--- config.mk ---
export PLATFORM = sky130hd
export DESIGN_NAME = hv_filter_hysteresis_regulator_core
export DESIGN_NICKNAME = d
export VERILOG_FILES = /design/src/sv/hvf_pkg.sv /design/src/sv/hvf_integrator.sv /design/src/sv/hvf_regulator.sv /design/src/sv/hv_filter_hysteresis_regulator_core.sv
export SDC_FILE = /design/constraint.sdc
export NUM_CORES = 1
export LEC_CHECK = 0
export BUFFER_PORTS_ARGS = -buffer_cell sky130_fd_sc_hd__buf_2
export CAP_MARGIN = 20
export CELL_PAD_IN_SITES_DETAIL_PLACEMENT = 1
export CELL_PAD_IN_SITES_GLOBAL_PLACEMENT = 1
export CORE_MARGIN = 2
export CORE_UTILIZATION = 49
export CTS_CLUSTER_DIAMETER = 60
export DETAILED_ROUTE_END_ITERATION = 6
export PLACE_DENSITY_LB_ADDON = 0.2
export SLEW_MARGIN = 10
export SYNTH_ARGS = -nofsm -noshare
export SYNTH_HDL_FRONTEND = slang
export SYNTH_SLANG_ARGS = --single-unit
--- constraint.sdc ---
create_clock -name clk -period 7.9 [get_ports clk]
set_input_delay 0.395 -clock clk [delete_from_list [all_inputs] [get_ports clk]]
set_output_delay 0.395 -clock clk [all_outputs]
set_load 0.1 [all_outputs]
--- src/sv/hvf_pkg.sv ---
`timescale 1ns / 1ps

package hvf_pkg;

    localparam int SAMPLE_BITS = 12;

    localparam int ADC_W    = 12;
    localparam int ACC_W    = 28;
    localparam int VOLT_W   = 11;
    localparam int TARGET_W = 10;
    localparam int SCALE_W  = 15;
    localparam int PROD_W   = 27;

    localparam logic [ADC_W-1:0] SAMPLE_MASK =
        ADC_W'((64'd1 << SAMPLE_BITS) - 64'd1) & ADC_W'(12'hFFF);

    localparam int ACC_SHIFT_IN   = 6;
    localparam int ACC_LEAK_SHIFT = 10;
    localparam int ACC_TOP_SHIFT  = 16;

    localparam logic [SCALE_W-1:0]  SCALE_MUL    = SCALE_W'(19600);
    localparam logic [TARGET_W-1:0] TARGET_MAX   = TARGET_W'(950);
    localparam logic [TARGET_W-1:0] TARGET_RESET = TARGET_W'(900);
    localparam logic [TARGET_W-1:0] BAND         = TARGET_W'(5);

    localparam logic [ACC_W-1:0] ACC_LIMIT = ACC_W'(4095 * 65536);

    typedef struct packed {
        logic             valid;
        logic [ACC_W-1:0] acc;
    } hvf_stage_t;

endpackage

--- src/sv/hvf_integrator.sv ---
`timescale 1ns / 1ps

module hvf_integrator
    import hvf_pkg::*;
(
    input  logic             clk,
    input  logic             rst_n,
    input  logic             in_valid,
    output logic             in_stall,
    input  logic [ADC_W-1:0] adc_sample,
    input  logic             stage_ready,
    output hvf_stage_t       stage
);

    logic             stage_valid_reg;
    logic             stage_valid_next;
    logic [ACC_W-1:0] acc_reg;
    logic [ACC_W-1:0] acc_next;
    logic [ADC_W-1:0] sample;
    logic             accept;
    logic             handoff;

    assign sample   = adc_sample & SAMPLE_MASK;
    assign handoff  = stage_valid_reg && stage_ready;
    assign in_stall = stage_valid_reg && !stage_ready;
    assign accept   = in_valid && !in_stall;

    always_comb
    begin
        acc_next = acc_reg + (ACC_W'(sample) << ACC_SHIFT_IN) - (acc_reg >> ACC_LEAK_SHIFT);
        if (accept)
        begin
            stage_valid_next = 1'b1;
        end
        else if (handoff)
        begin
            stage_valid_next = 1'b0;
        end
        else
        begin
            stage_valid_next = stage_valid_reg;
        end
    end

    always_ff @(posedge clk or negedge rst_n)
    begin
        if (!rst_n)
        begin
            stage_valid_reg <= 1'b0;
            acc_reg         <= '0;
        end
        else
        begin
            stage_valid_reg <= stage_valid_next;
            if (accept)
            begin
                acc_reg <= acc_next;
            end
        end
    end

    assign stage.valid = stage_valid_reg;
    assign stage.acc   = acc_reg;

    // The leaky integrator settles at sample << 16 and can never climb past full scale.
    assert property (@(posedge clk) disable iff (!rst_n) acc_reg <= ACC_LIMIT)
        else $error("filter accumulator above full scale");

    // A new word is only taken while the stage register is free or being emptied.
    assert property (@(posedge clk) disable iff (!rst_n)
        accept |-> (!stage_valid_reg || stage_ready))
        else $error("stage register overwritten");

endmodule

--- src/sv/hvf_regulator.sv ---
`timescale 1ns / 1ps

module hvf_regulator
    import hvf_pkg::*;
(
    input  logic                clk,
    input  logic                rst_n,
    input  logic                target_write,
    input  logic [TARGET_W-1:0] target_data,
    input  hvf_stage_t          stage,
    output logic                stage_ready,
    output logic                out_valid,
    input  logic                out_stall,
    output logic [VOLT_W-1:0]   measured_voltage,
    output logic                charge_enable
);

    logic [TARGET_W-1:0] target_reg;
    logic                out_valid_reg;
    logic                out_valid_next;
    logic [VOLT_W-1:0]   volts_reg;
    logic                enable_reg;
    logic                enable_next;
    logic [PROD_W-1:0]   product;
    logic [VOLT_W-1:0]   volts;
    logic                low_hit;
    logic                high_hit;
    logic                load;

    assign stage_ready = !out_valid_reg || !out_stall;
    assign load        = stage.valid && stage_ready;

    always_comb
    begin
        product  = PROD_W'(stage.acc[ACC_W-1:ACC_TOP_SHIFT]) * PROD_W'(SCALE_MUL);
        volts    = product[PROD_W-1:ACC_TOP_SHIFT];
        low_hit  = (target_reg >= BAND)
                   && ({1'b0, volts} < {2'b00, target_reg - BAND});
        high_hit = {1'b0, volts} > ({2'b00, target_reg} + {2'b00, BAND});
        priority if (low_hit)
        begin
            enable_next = 1'b1;
        end
        else if (high_hit)
        begin
            enable_next = 1'b0;
        end
        else
        begin
            enable_next = enable_reg;
        end
        if (load)
        begin
            out_valid_next = 1'b1;
        end
        else if (!out_stall)
        begin
            out_valid_next = 1'b0;
        end
        else
        begin
            out_valid_next = out_valid_reg;
        end
    end

    always_ff @(posedge clk or negedge rst_n)
    begin
        if (!rst_n)
        begin
            target_reg    <= TARGET_RESET;
            out_valid_reg <= 1'b0;
            enable_reg    <= 1'b0;
        end
        else
        begin
            if (target_write)
            begin
                target_reg <= (target_data > TARGET_MAX) ? TARGET_MAX : target_data;
            end
            out_valid_reg <= out_valid_next;
            if (load)
            begin
                enable_reg <= enable_next;
            end
        end
    end

    always_ff @(posedge clk)
    begin
        if (load)
        begin
            volts_reg <= volts;
        end
    end

    assign out_valid        = out_valid_reg;
    assign measured_voltage = volts_reg;
    assign charge_enable    = enable_reg;

    assert property (@(posedge clk) disable iff (!rst_n) target_reg <= TARGET_MAX)
        else $error("set point above its limit");

    assert property (@(posedge clk) disable iff (!rst_n) load && low_hit |=> enable_reg)
        else $error("enable not switched on below the band");

    assert property (@(posedge clk) disable iff (!rst_n)
        load && !low_hit && high_hit |=> !enable_reg)
        else $error("enable not switched off above the band");

    assert property (@(posedge clk) disable iff (!rst_n)
        !load |=> enable_reg == $past(enable_reg))
        else $error("enable changed without a new word");

endmodule

--- src/sv/hv_filter_hysteresis_regulator_core.sv ---
`timescale 1ns / 1ps

// High-voltage filter and hysteresis regulator.
// The input channel (in_valid, in_stall, adc_sample) carries one converter
// sample per word; the output channel (out_valid, out_stall, measured_voltage,
// charge_enable) returns one word per sample, in order.
// Each accepted sample updates a leaky-integrator accumulator; the filtered
// reading is scaled to volts and compared with the set point, switching the
// charge enable on below the lower band edge and off above the upper one.
// The set point is written through target_write and target_data; the user
// must do so only while the block is idle, which the block does not enforce;
// values above 950 are clamped to 950. Each sample passes through the
// accumulator update into the stage register, then the scaling multiply and
// threshold compare into the output register. A new sample is taken every
// cycle while in_stall is low.
// Reset clears the accumulator, drops the charge enable, empties both
// stages and loads a set point of 900 V.
// While the receiver stalls, the output word is held; one further sample can
// still be accepted into the accumulator stage before in_stall is raised.

module hv_filter_hysteresis_regulator_core
    import hvf_pkg::*;
(
    input  logic                clk,
    input  logic                rst_n,
    input  logic                in_valid,
    output logic                in_stall,
    input  logic [ADC_W-1:0]    adc_sample,
    input  logic                target_write,
    input  logic [TARGET_W-1:0] target_data,
    output logic                out_valid,
    input  logic                out_stall,
    output logic [VOLT_W-1:0]   measured_voltage,
    output logic                charge_enable
);

    hvf_stage_t stage;
    logic       stage_ready;

    hvf_integrator u_integrator (
        .clk         (clk),
        .rst_n       (rst_n),
        .in_valid    (in_valid),
        .in_stall    (in_stall),
        .adc_sample  (adc_sample),
        .stage_ready (stage_ready),
        .stage       (stage)
    );

    hvf_regulator u_regulator (
        .clk              (clk),
        .rst_n            (rst_n),
        .target_write     (target_write),
        .target_data      (target_data),
        .stage            (stage),
        .stage_ready      (stage_ready),
        .out_valid        (out_valid),
        .out_stall        (out_stall),
        .measured_voltage (measured_voltage),
        .charge_enable    (charge_enable)
    );

endmodule
---- Word-level counts from Yosys, hierarchy flattened ----
Index checks and enable logic that the tools add are counted.
storage, ports and cells
  flip-flop bits (word level) ............. 52
  input bits .............................. 27
operators by class
  add/subtract/negate cells ............... 4
  $mul .................................... 1
  $lt $le $gt $ge ......................... 4
  equal/unequal tests ..................... 1
  multiplexer cells ....................... 7
  reduce and logical (&&, ||, !) cells .... 12
operators with widths
  kind                                                   count
  adder 28 x 18 -> 28 bit                                1
  subtractor 28 x 18 -> 28 bit                           1
  multiplier 12 x 11 -> 23 bit (second input constant)   1
  > comparator 11 x 12 -> 1 bit                          1
  adder 10 x 3 -> 11 bit (second input constant)         1
  less-than comparator 11 x 10 -> 1 bit                  1
  >= comparator 10 x 3 -> 1 bit (second input constant)  1
  > comparator 10 bit (second input constant)            1
  two-way mux 10 bit                                     1
  subtractor 10 x 3 -> 10 bit (second input constant)    1
  two-way mux 1 bit                                      6
  logical AND 1 bit                                      4
  logical NOT 1 bit                                      4
  nonzero test 2 bit                                     2
  != test 2 x 1 -> 1 bit (second input constant)         1
  AND reduction 2 bit                                    1
  logical OR 1 bit                                       1

---- Logic depth before layout (Yosys ltp) ----
Gate-level depths: netlist of run 1.
  depth in word-level cells ............... 7
  mapped depth ............................ 26

---- By module ----
From an unflattened synthesis of run 1, not the netlist that was laid out.
second synthesis, totals
  cells, all modules ...................... 736
  area, all modules ....................... 6,527.5 um2
modules (own cells, without submodules)
  module          times used  cells an instance  area an instance (um2)  seq. area each (um2)
  hvf_regulator   1           373                3,601.0                 635.6
  hvf_integrator  1           363                2,926.6                 725.7

---- Worst setup path before layout of run 1 ----
Ideal clock, no wire load.
  kind .................................... register -> register
  start ................................... register u_integrator.acc_reg[21]
  end ..................................... register u_regulator.enable_reg (netlist: u_regulator.charge_enable)
  arrival time ............................ 5,681 ps
  required time ........................... 7,776 ps
  slack ................................... 2,095 ps
  cell stages (with the launch flop) ...... 27
  clock period less this slack ............ 5,805 ps
  cells stage by stage .................... dfrtp_1 inv_1 ha_1 inv_1 ha_1 inv_1 fa_1 inv_1 fa_1 inv_1 fa_1 inv_1 ha_1 a21oi_2 a31oi_2 o22ai_2 o21ai_0 a21oi_1 xnor2_1 ha_1 nand3_1 o21bai_1 o21ai_0 a221o_1 a21oi_1 o211a_1 a211o_1
on the way
  word-level cells in the longest chain between the ends .. 5
RTL lines
  element                                RTL line              text
  start: declaration                     hvf_integrator.sv:17  logic [ACC_W-1:0] acc_reg;
  start signal: assignment               hvf_integrator.sv:57  acc_reg <= acc_next;
  multiplier 12 x 11 -> 23 bit (*)       hvf_regulator.sv:35   product = PROD_W'(stage.acc[ACC_W-1:ACC_TOP_SHIFT]) * PROD_W'(SCALE_MUL);
  via u_regulator.product[23]            hvf_regulator.sv:24   logic [PROD_W-1:0] product;
  less-than comparator 11 x 10 -> 1 bit  hvf_regulator.sv:38   && ({1'b0, volts} < {2'b00, target_reg - BAND});
  logical AND 1 bit                      hvf_regulator.sv:38
  nonzero test 2 bit (no source line)    n/a
  AND reduction 2 bit (no source line)   n/a
  end signal: assignment                 hvf_regulator.sv:83   enable_reg <= enable_next;
  end: declaration                       hvf_regulator.sv:22   logic enable_reg;
Mark *: on every way through the listed nets, which the timed path passes. The rest lies on a longest branch.
A chain may end at the register's enable or synchronous reset.

---- Final worst setup path of run 1 ----
Same ends and word-level chain as after synthesis.

==> results.md, run 1 <==
- Status: finished clean
- Starting DRT DRC Count: 140
- Syn avg cell area: between 9 and 10 um^2
- # setup viols final: 0
- Rel. slew slack: between 50% and 60%
- Initial antenna violation count: 0
- Least-Margin Pin Slew: around 620 ps
- Drt first pass iters: 4
- Hpwl dp: 12,700 um
- Vias: 4,891
- Commonest non-fill, non-tap cell in the layout: inv_1
- Top post-synthesis cells by area: ha_1, dfrtp_1, fa_1, inv_1, edfxtp_1
- Bufs on Longest Clock Path: 2
- Number of vias per cell: roughly 5.4
- RSZ-0062 raised after global routing: false
- Core box area: ~0.013 mm^2
- CTS tree: yes
- Setup TNS: 0 ps
- GRT overflow: 0
- Layout cells sized above 1: 10.8%
- Seq cells post-synth: 52
- Count of cells resized by post-cts repair: 0
- Reg2reg path depth: 26
- Worst EP arrival: about 6700 ps
- Post-synthesis mux area share: approximately 1.2%
- Mapped Cells: just under 700
- Final ANT Viol Nets: 0
- # rows: 41
- WL/cell: roughly 17 um
- Gpl congestion: about 0.86
- Die width: 118 um
- Die Height: approximately 120 um
- Hold Path Cell Cnt: 2
- Simple-Gate Fraction of Synth Area: under 10%
- Hold Fails Final Rpt: 0
- Total track usage: 23.2%
- H-tree level count: 2
- Fin nets: just over 900
- Yosys Warn Count: 0
- Detailed Route WL: about 15,000 um
- Adder-Cell Fraction of Synth Area: a little over a third
- Fmax: 154 MHz
- Number of global-route vias before repair: around 5,400
- Worst clock skew: roughly 3.2 ps
- P&R area growth vs syn: 8.46%
- Data required, critical path: roughly 8100 ps
- Largest net degree at the start of global routing: 53
- Synth area leader: ha_1
- Ports: between 40 and 50
- Die area: 0.0139 mm^2
- Num CTS Buffers: 5
- Top-area cell type share of the netlist area: 24.2%
- Slew Limit Fails: 0
- XOR/XNOR Fraction of Synth Area: under 10%
- Number of flip-flops under the largest register name: 28
- PortBufs: 40
- Primary FF master, synth: dfrtp_1
- Max FO, Critical Path: 9
- Compound-Gate Fraction of Synth Area: approximately 17%
- Clock slew at reported path FFs: approximately 70 ps
- Starting density of the core: around 50%
- Critical path class: flip-flop to flip-flop
- Startpoint types: flip-flop
- Largest family of logic cells by synthesized area: adder cells
- Post-synth ARST share: 78.8%
- Library cells used by synthesis: just under 70
- CP endpoint kind: flip-flop
- # diodes: 0
- Final min period: between 6000 and 7000 ps
- Post-synth EDFFs: 11
- Number of remaining DRC errors: 0
- Final core occ: around 55%
- Hold crit path type: input port to flip-flop
- Clk sink count: 52
- CTS root buf: clkbuf_16
- Most frequent cells in the layout: inv_1, ha_1, nand2_1, o21ai_0, buf_2
- Synth Cell Area: 0.00637 mm^2
- Clock insertion delay at the later pin of the skew report: 310 ps
- Maxcap violations: 0
- Sequential area share after synthesis: about a fifth
- First-pass GRT wire length: about 26,000 um
- Crit share post-route: 82.0%
- Syn_nets: 876
## synth_stat cells, types with 2 or more instances
| cell type | count |
|---|---|
| o22a_1 | 5 |
| dfrtp_1 | 37 |
| o21ai_0 | 44 |
| nand4_1 | 3 |
| a41oi_1 | 2 |
| o21a_1 | 5 |
| o211ai_1 | 2 |
| nand2_1 | 45 |
| mux2i_1 | 2 |
| o22ai_1 | 3 |
| a211o_1 | 2 |
| o21bai_1 | 5 |
| o211a_1 | 3 |
| nand3_1 | 13 |
| a211oi_1 | 7 |
| xor2_1 | 19 |
| o2111ai_1 | 3 |
| maj3_1 | 2 |
| or3_1 | 2 |
| and2_1 | 2 |
| or2_2 | 3 |
| a21oi_1 | 31 |
| edfxtp_1 | 11 |
| clkbuf_1 | 9 |
| ha_1 | 123 |
| fa_1 | 33 |
| a311oi_1 | 2 |
| mux2_2 | 5 |
| a21o_1 | 13 |
| nand2b_1 | 8 |
| nor3_1 | 11 |
| a31o_2 | 2 |
| nor2b_1 | 6 |
| xnor2_1 | 30 |
| a31oi_1 | 5 |
| inv_1 | 137 |
| and3_1 | 2 |
| dfstp_2 | 4 |
| nor2_1 | 22 |
## final timing paths
check	from	to	slack [ps]
setup / recovery	u_integrator.acc_reg[21]$_DFFE_PN0P_	u_regulator.charge_enable$_DFFE_PN0P_	1430
hold / removal	target_data[4]	u_regulator.target_reg[4]$_DFFE_PN0P_	310
setup reg to reg	u_integrator.acc_reg[21]$_DFFE_PN0P_	u_regulator.charge_enable$_DFFE_PN0P_	1430
hold reg to reg	u_integrator.acc_reg[13]$_DFFE_PN0P_	u_integrator.acc_reg[13]$_DFFE_PN0P_	480
max in group asynchronous	rst_n	u_regulator.target_reg[7]$_DFFE_PN1P_	6830
min in group asynchronous	rst_n	u_integrator.acc_reg[7]$_DFFE_PN0P_	510
## logic make-up after synthesis
kind of cell	count (synthesis)
compound gates	153
flops	52
buf+inv	149
simple gates	122
mux	7
fa+ha+maj	159
xor+xnor	51
## critical path, cell delays in order (launching register included)
cell and delay [ps]:
dfrtp_1 530, inv_1 100, ha_1 320, inv_1 80, ha_1 280, inv_1 50
fa_1 530, inv_1 50, fa_1 530, inv_1 50, fa_1 530, inv_1 50
ha_1 340, a21oi_2 230, a31oi_2 150, o22ai_2 320, o21ai_0 240, a21oi_1 290
xnor2_1 120, ha_1 360, nand3_1 120, o21bai_1 200, o21ai_0 170, a221o_1 160
a21oi_1 40, o211a_1 240, a211o_1 260
## routing by layer
| layer | GRT usage [%] | vias up | share of wire, % |
|---|---|---|---|
| met5 | 0 | - | 0 |
| met4 | 6.93 | 0 | 2.4 |
| met3 | 4.02 | 24 | 2.4 |
| met2 | 43.8 | 70 | 54 |
| met1 | 26.4 | 2380 | 41 |
| li1 | - | 2417 | - |
## stage by stage
step	setup WS (ps)	instances	cell area, um^2	hold slack, ps
floorplan	2100	693	6370	99.4
CTS	1400	902	6880	301
global route	967	904	6910	308
global placement	1780	894	6740	463
detailed placement	1450	894	6740	471
finish	1430	904	6910	311
## what timing repair did
item	CTS	global route
endpoints found under the hold margin	0	10
setup endpoints to repair	0	0
hold buffers	0	1
setup buffers	0	0
## area by class of cell
cell class                      instances  area (um^2)
Fill cell                            1507         5760
Multi-Input combinational cell        492         4440
Sequential cell                        52         1360
Inverter                              137          514
Timing Repair Buffer                   43          238
Tap cell                              172          215
Clock buffer                            5          125
Clock inverter                          3         18.8
Power of run 1 is left out: the tool's default activity adds up to more than one toggle a clock period on the data nets, which glitch-free logic cannot reach.
==> run 2: changes to the inputs <==
- ABC_AREA: default -> 1
- CORE_UTILIZATION: 49 -> 47
- clock period: 7.9 -> 6 ns (I/O delays scaled with it)
==> results.md, run 2 <==
- Status: finished clean
- Bufs on Longest Clock Path: 2
- Clk sink count: 52
- Max FO, Critical Path: 6
- Detailed Route WL: ~18,000 um
- Synth Cell Area: between 0.006 and 0.007 mm^2
- Drt first pass iters: 4
- # rows: 43
- Layout cells sized above 1: about an eighth
- Core box area: roughly 0.014 mm^2
- Initial antenna violation count: 0
- First-pass GRT wire length: 29,700 um
- Syn_nets: ~1,000
- Slowest CP cell: fa_1
- Library cells used by synthesis: approximately 50
- Die area: 0.0152 mm^2
- Critical path class: flip-flop to flip-flop
- Fillers: between 1,500 and 2,000
- Most frequent cell after synthesis: inv_1
- Number of global-route vias before repair: between 6,000 and 7,000
- Gpl congestion: around 0.87
- Data required, critical path: about 6300 ps
- Final min period: 5650 ps
- Most frequent cells in the layout: inv_1, nand2_1, ha_1, o21ai_0, nand3_1
- PortBufs: 40
- Clock slew at reported path FFs: around 80 ps
- Post-synth ARST share: between 70% and 80%
- Least-Margin Pin Slew: between 700 and 800 ps
- P&R area growth vs syn: 9.65%
- Vias: approximately 5,700
- Total track usage: 25.3%
- Starting density of the core: roughly half
- Startpoint types: flip-flop
- Final Instance Count excl. Fillers: 1,088
- Final ANT Viol Nets: 0
- Die width: 123 um
- Placed insts: between 1,000 and 1,500
- Hpwl dp: approximately 15,000 um
- # diodes: 0
- Top post-synthesis cells by area: ha_1, dfrtp_1, inv_1, fa_1, nand2_1
- Number of flip-flops under the largest register name: 28
- Hold Fails Final Rpt: 0
- Fin nets: 1,090
- Fmax: between 150 and 200 MHz
- GRT overflow: 0
- # setup viols final: 0
- Primary FF master, synth: dfrtp_1
- Post-synth EDFFs: 11
- Top-area cell type share of the netlist area: between 20% and 30%
- CTS tree: yes
- Die Height: about 120 um
- Crit-path leading delay family: adder cells
- Ports: 41
- Maxcap violations: 0
- Synth area leader: ha_1
- Number of vias per cell: 5.28
- H-tree level count: 2
- Starting DRT DRC Count: just under 200
- Largest net degree at the start of global routing: between 40 and 50
- Commonest non-fill, non-tap cell in the layout: inv_1
- Worst path buffer plus inverter count: 5
- WL/cell: roughly 17 um
- Sequential area share after synthesis: between 20 and 25%
- Syn avg cell area: a little under 8 um^2
- Clock insertion delay at the later pin of the skew report: slightly above 300 ps
- Worst clock skew: about 13 ps
- Seq cells post-synth: 52
- Mapped Cells: about 860
- Num CTS Buffers: 5
- Worst EP arrival: 5910 ps
- Number of remaining DRC errors: 0
- Final core occ: between 50 and 60%
- Hold crit path type: input port to flip-flop
- CP endpoint kind: flip-flop
- Max incr delay on CP: 540 ps
- Slew Limit Fails: 0
- Yosys Warn Count: 0
- Hold_ws: 208 ps
- Crit share post-route: a little over nine tenths
- CTS root buf: clkbuf_16
- Synth cell count leaders: inv_1, nand2_1, ha_1, o21ai_0, nand3_1
- Rel. slew slack: between 40% and 50%
- Crit-path most repeated cell: nand2_1
- Setup TNS: 0 ps
run 2: metrics by stage:
step / setup WS [ps] / instance area, um^2
after floorplan: 763 / 6690
after global placement: 484 / 7090
after detailed placement: 145 / 7090
after CTS: 113 / 7250
after global routing: -49.8 / 7330
final: 350 / 7330
run 2: area by class of cell:
cell class | instances | area, um^2 | area share (%)
flip-flops and latches | 52 | 1370 | 18.6
repair buffers | 50 | 290 | 3.96
well taps | 180 | 225 | 3.07
clock inverters | 3 | 27.5 | 0.375
clock buffers | 5 | 125 | 1.71
inverters | 194 | 729 | 9.95
multi-input cells | 604 | 4570 | 62.3
run 2: tightest hold or removal path: cells and delay by family:
| kind | cells | cell delay [ps] |
|---|---|---|
| and+or+nand+nor | 1 | 40 |
| buffers and inverters | 1 | 110 |
| AOI/OAI and AO/OA | 1 | 70 |
run 2: kinds of logic after synthesis:
| group | Yosys count | share of synthesized area (%) |
|---|---|---|
| compound gates | 139 | 12.3 |
| xor+xnor | 35 | 4.58 |
| fa+ha+maj | 156 | 32.9 |
| buf+inv | 206 | 11.8 |
| flops | 52 | 20.4 |
| simple gates | 274 | 18.1 |
run 2: repair_timing:
| action | CTS | global route |
|---|---|---|
| gates resized for setup | 0 | 11 |
| setup buffers | 0 | 3 |
| hold buffers | 0 | 1 |
| endpoints found under the hold margin | 0 | 15 |
| setup endpoints to repair | 0 | 1 |
run 2: worst paths after layout:
| path | startpoint | endpoint | slack, ps | depth (start not counted) |
|---|---|---|---|---|
| worst max register to register | u_integrator.acc_reg[20]$_DFFE_PN0P_ | u_regulator.charge_enable$_DFFE_PN0P_ | 350 | 29 |
| worst max-delay path | u_integrator.acc_reg[20]$_DFFE_PN0P_ | u_regulator.charge_enable$_DFFE_PN0P_ | 350 | 29 |
| worst min-delay path | target_data[9] | u_regulator.target_reg[9]$_DFFE_PN1P_ | 210 | 3 |
| min in group asynchronous | rst_n | u_regulator.charge_enable$_DFFE_PN0P_ | 500 | 2 |
| worst min register to register | u_integrator.stage_valid_reg$_DFFE_PN0P_ | u_regulator.out_valid$_DFFE_PN0P_ | 470 | 2 |
| max in group asynchronous | rst_n | u_integrator.acc_reg[19]$_DFFE_PN0P_ | 4960 | 3 |
run 2: routing by layer:
layer / vias up / track usage [%] / part of all wire, %
met2: 71 / 48.5 / 54
li1: 2840 / - / -
met4: 0 / 8.74 / 3.2
met1: 2798 / 28.6 / 41
met5: - / 0 / 0
met3: 38 / 3.18 / 2.2
Power of run 2 is left out for the same reason.
==> run 3: changes to the inputs <==
- CELL_PAD_IN_SITES_GLOBAL_PLACEMENT: 1 -> 2
- CORE_UTILIZATION: 47 -> 38
==> results.md, run 3 (synthesis gave the netlist of run 2 again) <==
- Hold Path Cell Cnt: 3
- Max layer used: met4
- Core box area: approximately 0.017 mm^2
- Final ANT Viol Nets: 0
- Maxcap violations: 0
- Starting density of the core: between 30% and 40%
- Slowest CP cell: fa_1
- H-tree level count: 2
- Die width: roughly 140 um
- Number of flip-flops under the largest register name: 28
- Max incr delay on CP: between 500 and 600 ps
- Clk sink count: 52
- Post-CTS Setup Inserts: 0
- Clock insertion delay at the later pin of the skew report: ~300 ps
- Slew Limit Fails: 0
- Worst path buffer plus inverter count: 5
- # rows: between 40 and 50
- Crit-path leading delay family: adder cells
- DR WL met3: between 300 and 400 um
- P&R area growth vs syn: 10.8%
- Cell area after placement: between 0.007 and 0.008 mm^2
- Least-Margin Pin Slew: ~750 ps
- CTS root buf: clkbuf_16
- Vias: approximately 5,600
- Bufs on Longest Clock Path: 2
- Critical path class: flip-flop to flip-flop
- Number of remaining DRC errors: 0
- Detailed Route WL: about 18,000 um
- Drt first pass iters: 4
- Max FO, Critical Path: 7
- Startpoint types: flip-flop
- Setup TNS: 0 ps
- WL/cell: roughly 16 um
- Placed insts: approximately 1,100
- # diodes: 0
- Crit share post-route: between 90% and 100%
- Initial antenna violation count: 0
- Status: finished clean
- Layout cells sized above 1: 11.5%
- Die area: between 0.015 and 0.02 mm^2
- Worst clock skew: ~4.4 ps
- Worst EP arrival: 5850 ps
- First-pass GRT wire length: approximately 30,000 um
- Commonest non-fill, non-tap cell in the layout: inv_1
- Clock slew at reported path FFs: approximately 80 ps
- Final Instance Count excl. Fillers: between 1,000 and 1,500
- Largest net degree at the start of global routing: 42
- Final min period: 5610 ps
- Reg2reg path depth: 27
- Gpl congestion: between 0.8 and 0.9
- Ports: around 40
- Hpwl dp: about 15,000 um
- Fmax: 178 MHz
- GRT overflow: 0
- Starting DRT DRC Count: roughly 150
- Data required, critical path: ~6300 ps
- # setup viols final: 0
- Rel. slew slack: between 40% and 50%
- Fin area: about 0.0074 mm^2
- Hold_ws: roughly 220 ps
- Worst r2r dst: u_regulator.charge_enable$_DFFE_PN0P_
- Num CTS Buffers: 5
- Most frequent cells in the layout: inv_1, nand2_1, ha_1, o21ai_0, nand3_1
- Metal-1 WL: between 8000 and 9000 um
- CP endpoint kind: flip-flop
- Die Height: approximately 140 um
- Hold Path Origin: target_data[9]
- Crit-path most repeated cell: nand2_1
- Met2 routed WL: between 9000 and 10,000 um
- CTS tree: yes
- Worst r2r src: u_integrator.acc_reg[21]$_DFFE_PN0P_
- PortBufs: 40
- Total track usage: between 20% and 30%
- Hold crit path type: input port to flip-flop
- Hold Fails Final Rpt: 0
- Number of global-route vias before repair: between 6,000 and 7,000
- Fin nets: around 1,100
- Worst Hold Path EP: u_regulator.target_reg[9]$_DFFE_PN1P_
- Number of vias per cell: a little under 5
- Flop2flop setup slack: slightly below 400 ps
-- run 3: metal layers --
metal	GRT usage, %	vias to the layer above
met5	0	-
met4	3.24	0
met3	2.15	9
met2	39.8	41
met1	24.5	2695
li1	-	2846
-- run 3: layout make-up --
cell class                 instances  area, um^2
clock inverter                     2        38.8
clock buffer                       6         129
inverter                         194         729
sequential                        52        1360
tap                              225         282
timing repair buffer              49         283
fill                            2176        9830
multi-input combinational        604        4580
-- run 3: timing repair --
item / CTS / global route
resized for setup: 0 / 9
endpoints found under the hold margin: 0 / 11
setup endpoints to repair: 0 / 1
hold buffers: 0 / 1
-- run 3: worst reg2reg max path: stages, from the launching register on --
cell	delay (ps)
dfrtp_1	400
buf_4	180
ha_1	380
inv_1	90
ha_1	300
fa_1	540
inv_1	50
fa_1	500
fa_1	550
inv_1	40
ha_1	390
a21oi_1	200
nand2_1	110
inv_1	60
nand2_1	140
a31oi_1	320
xnor2_2	210
ha_1	280
a21o_1	190
o211ai_1	160
nand3_1	100
nand2_1	70
nand2_1	50
nand2_1	50
nand2_1	40
nand2_1	50
nand2_1	50
nand2_1	60
-- run 3: how the worst max path moves through the flow --
| stage | startpoint | endpoint | slack [ps] | cells after the start |
|---|---|---|---|---|
| after floorplan | u_integrator.acc_reg[21]$_DFFE_PN0P_ | u_regulator.charge_enable$_DFFE_PN0P_ | 760 | 31 |
| after global placement | u_integrator.acc_reg[19]$_DFFE_PN0P_ | u_regulator.charge_enable$_DFFE_PN0P_ | 550 | 30 |
| after detailed placement | u_integrator.acc_reg[19]$_DFFE_PN0P_ | u_regulator.charge_enable$_DFFE_PN0P_ | 340 | 30 |
| after CTS | u_integrator.acc_reg[22]$_DFFE_PN0P_ | u_regulator.charge_enable$_DFFE_PN0P_ | 340 | 29 |
| after global routing | u_integrator.acc_reg[21]$_DFFE_PN0P_ | u_regulator.charge_enable$_DFFE_PN0P_ | -10 | 31 |
| final | u_integrator.acc_reg[21]$_DFFE_PN0P_ | u_regulator.charge_enable$_DFFE_PN0P_ | 390 | 27 |
-- run 3: metrics by stage --
stage,setup WS [ps],utilization (%)
6_report,393,43.0
5_1_grt,-11.6,43.0
4_1_cts,339,42.5
3_5_place_dp,342,41.6
3_3_place_gp,547,41.5
2_1_floorplan,763,-
Power of run 3 is left out for the same reason.
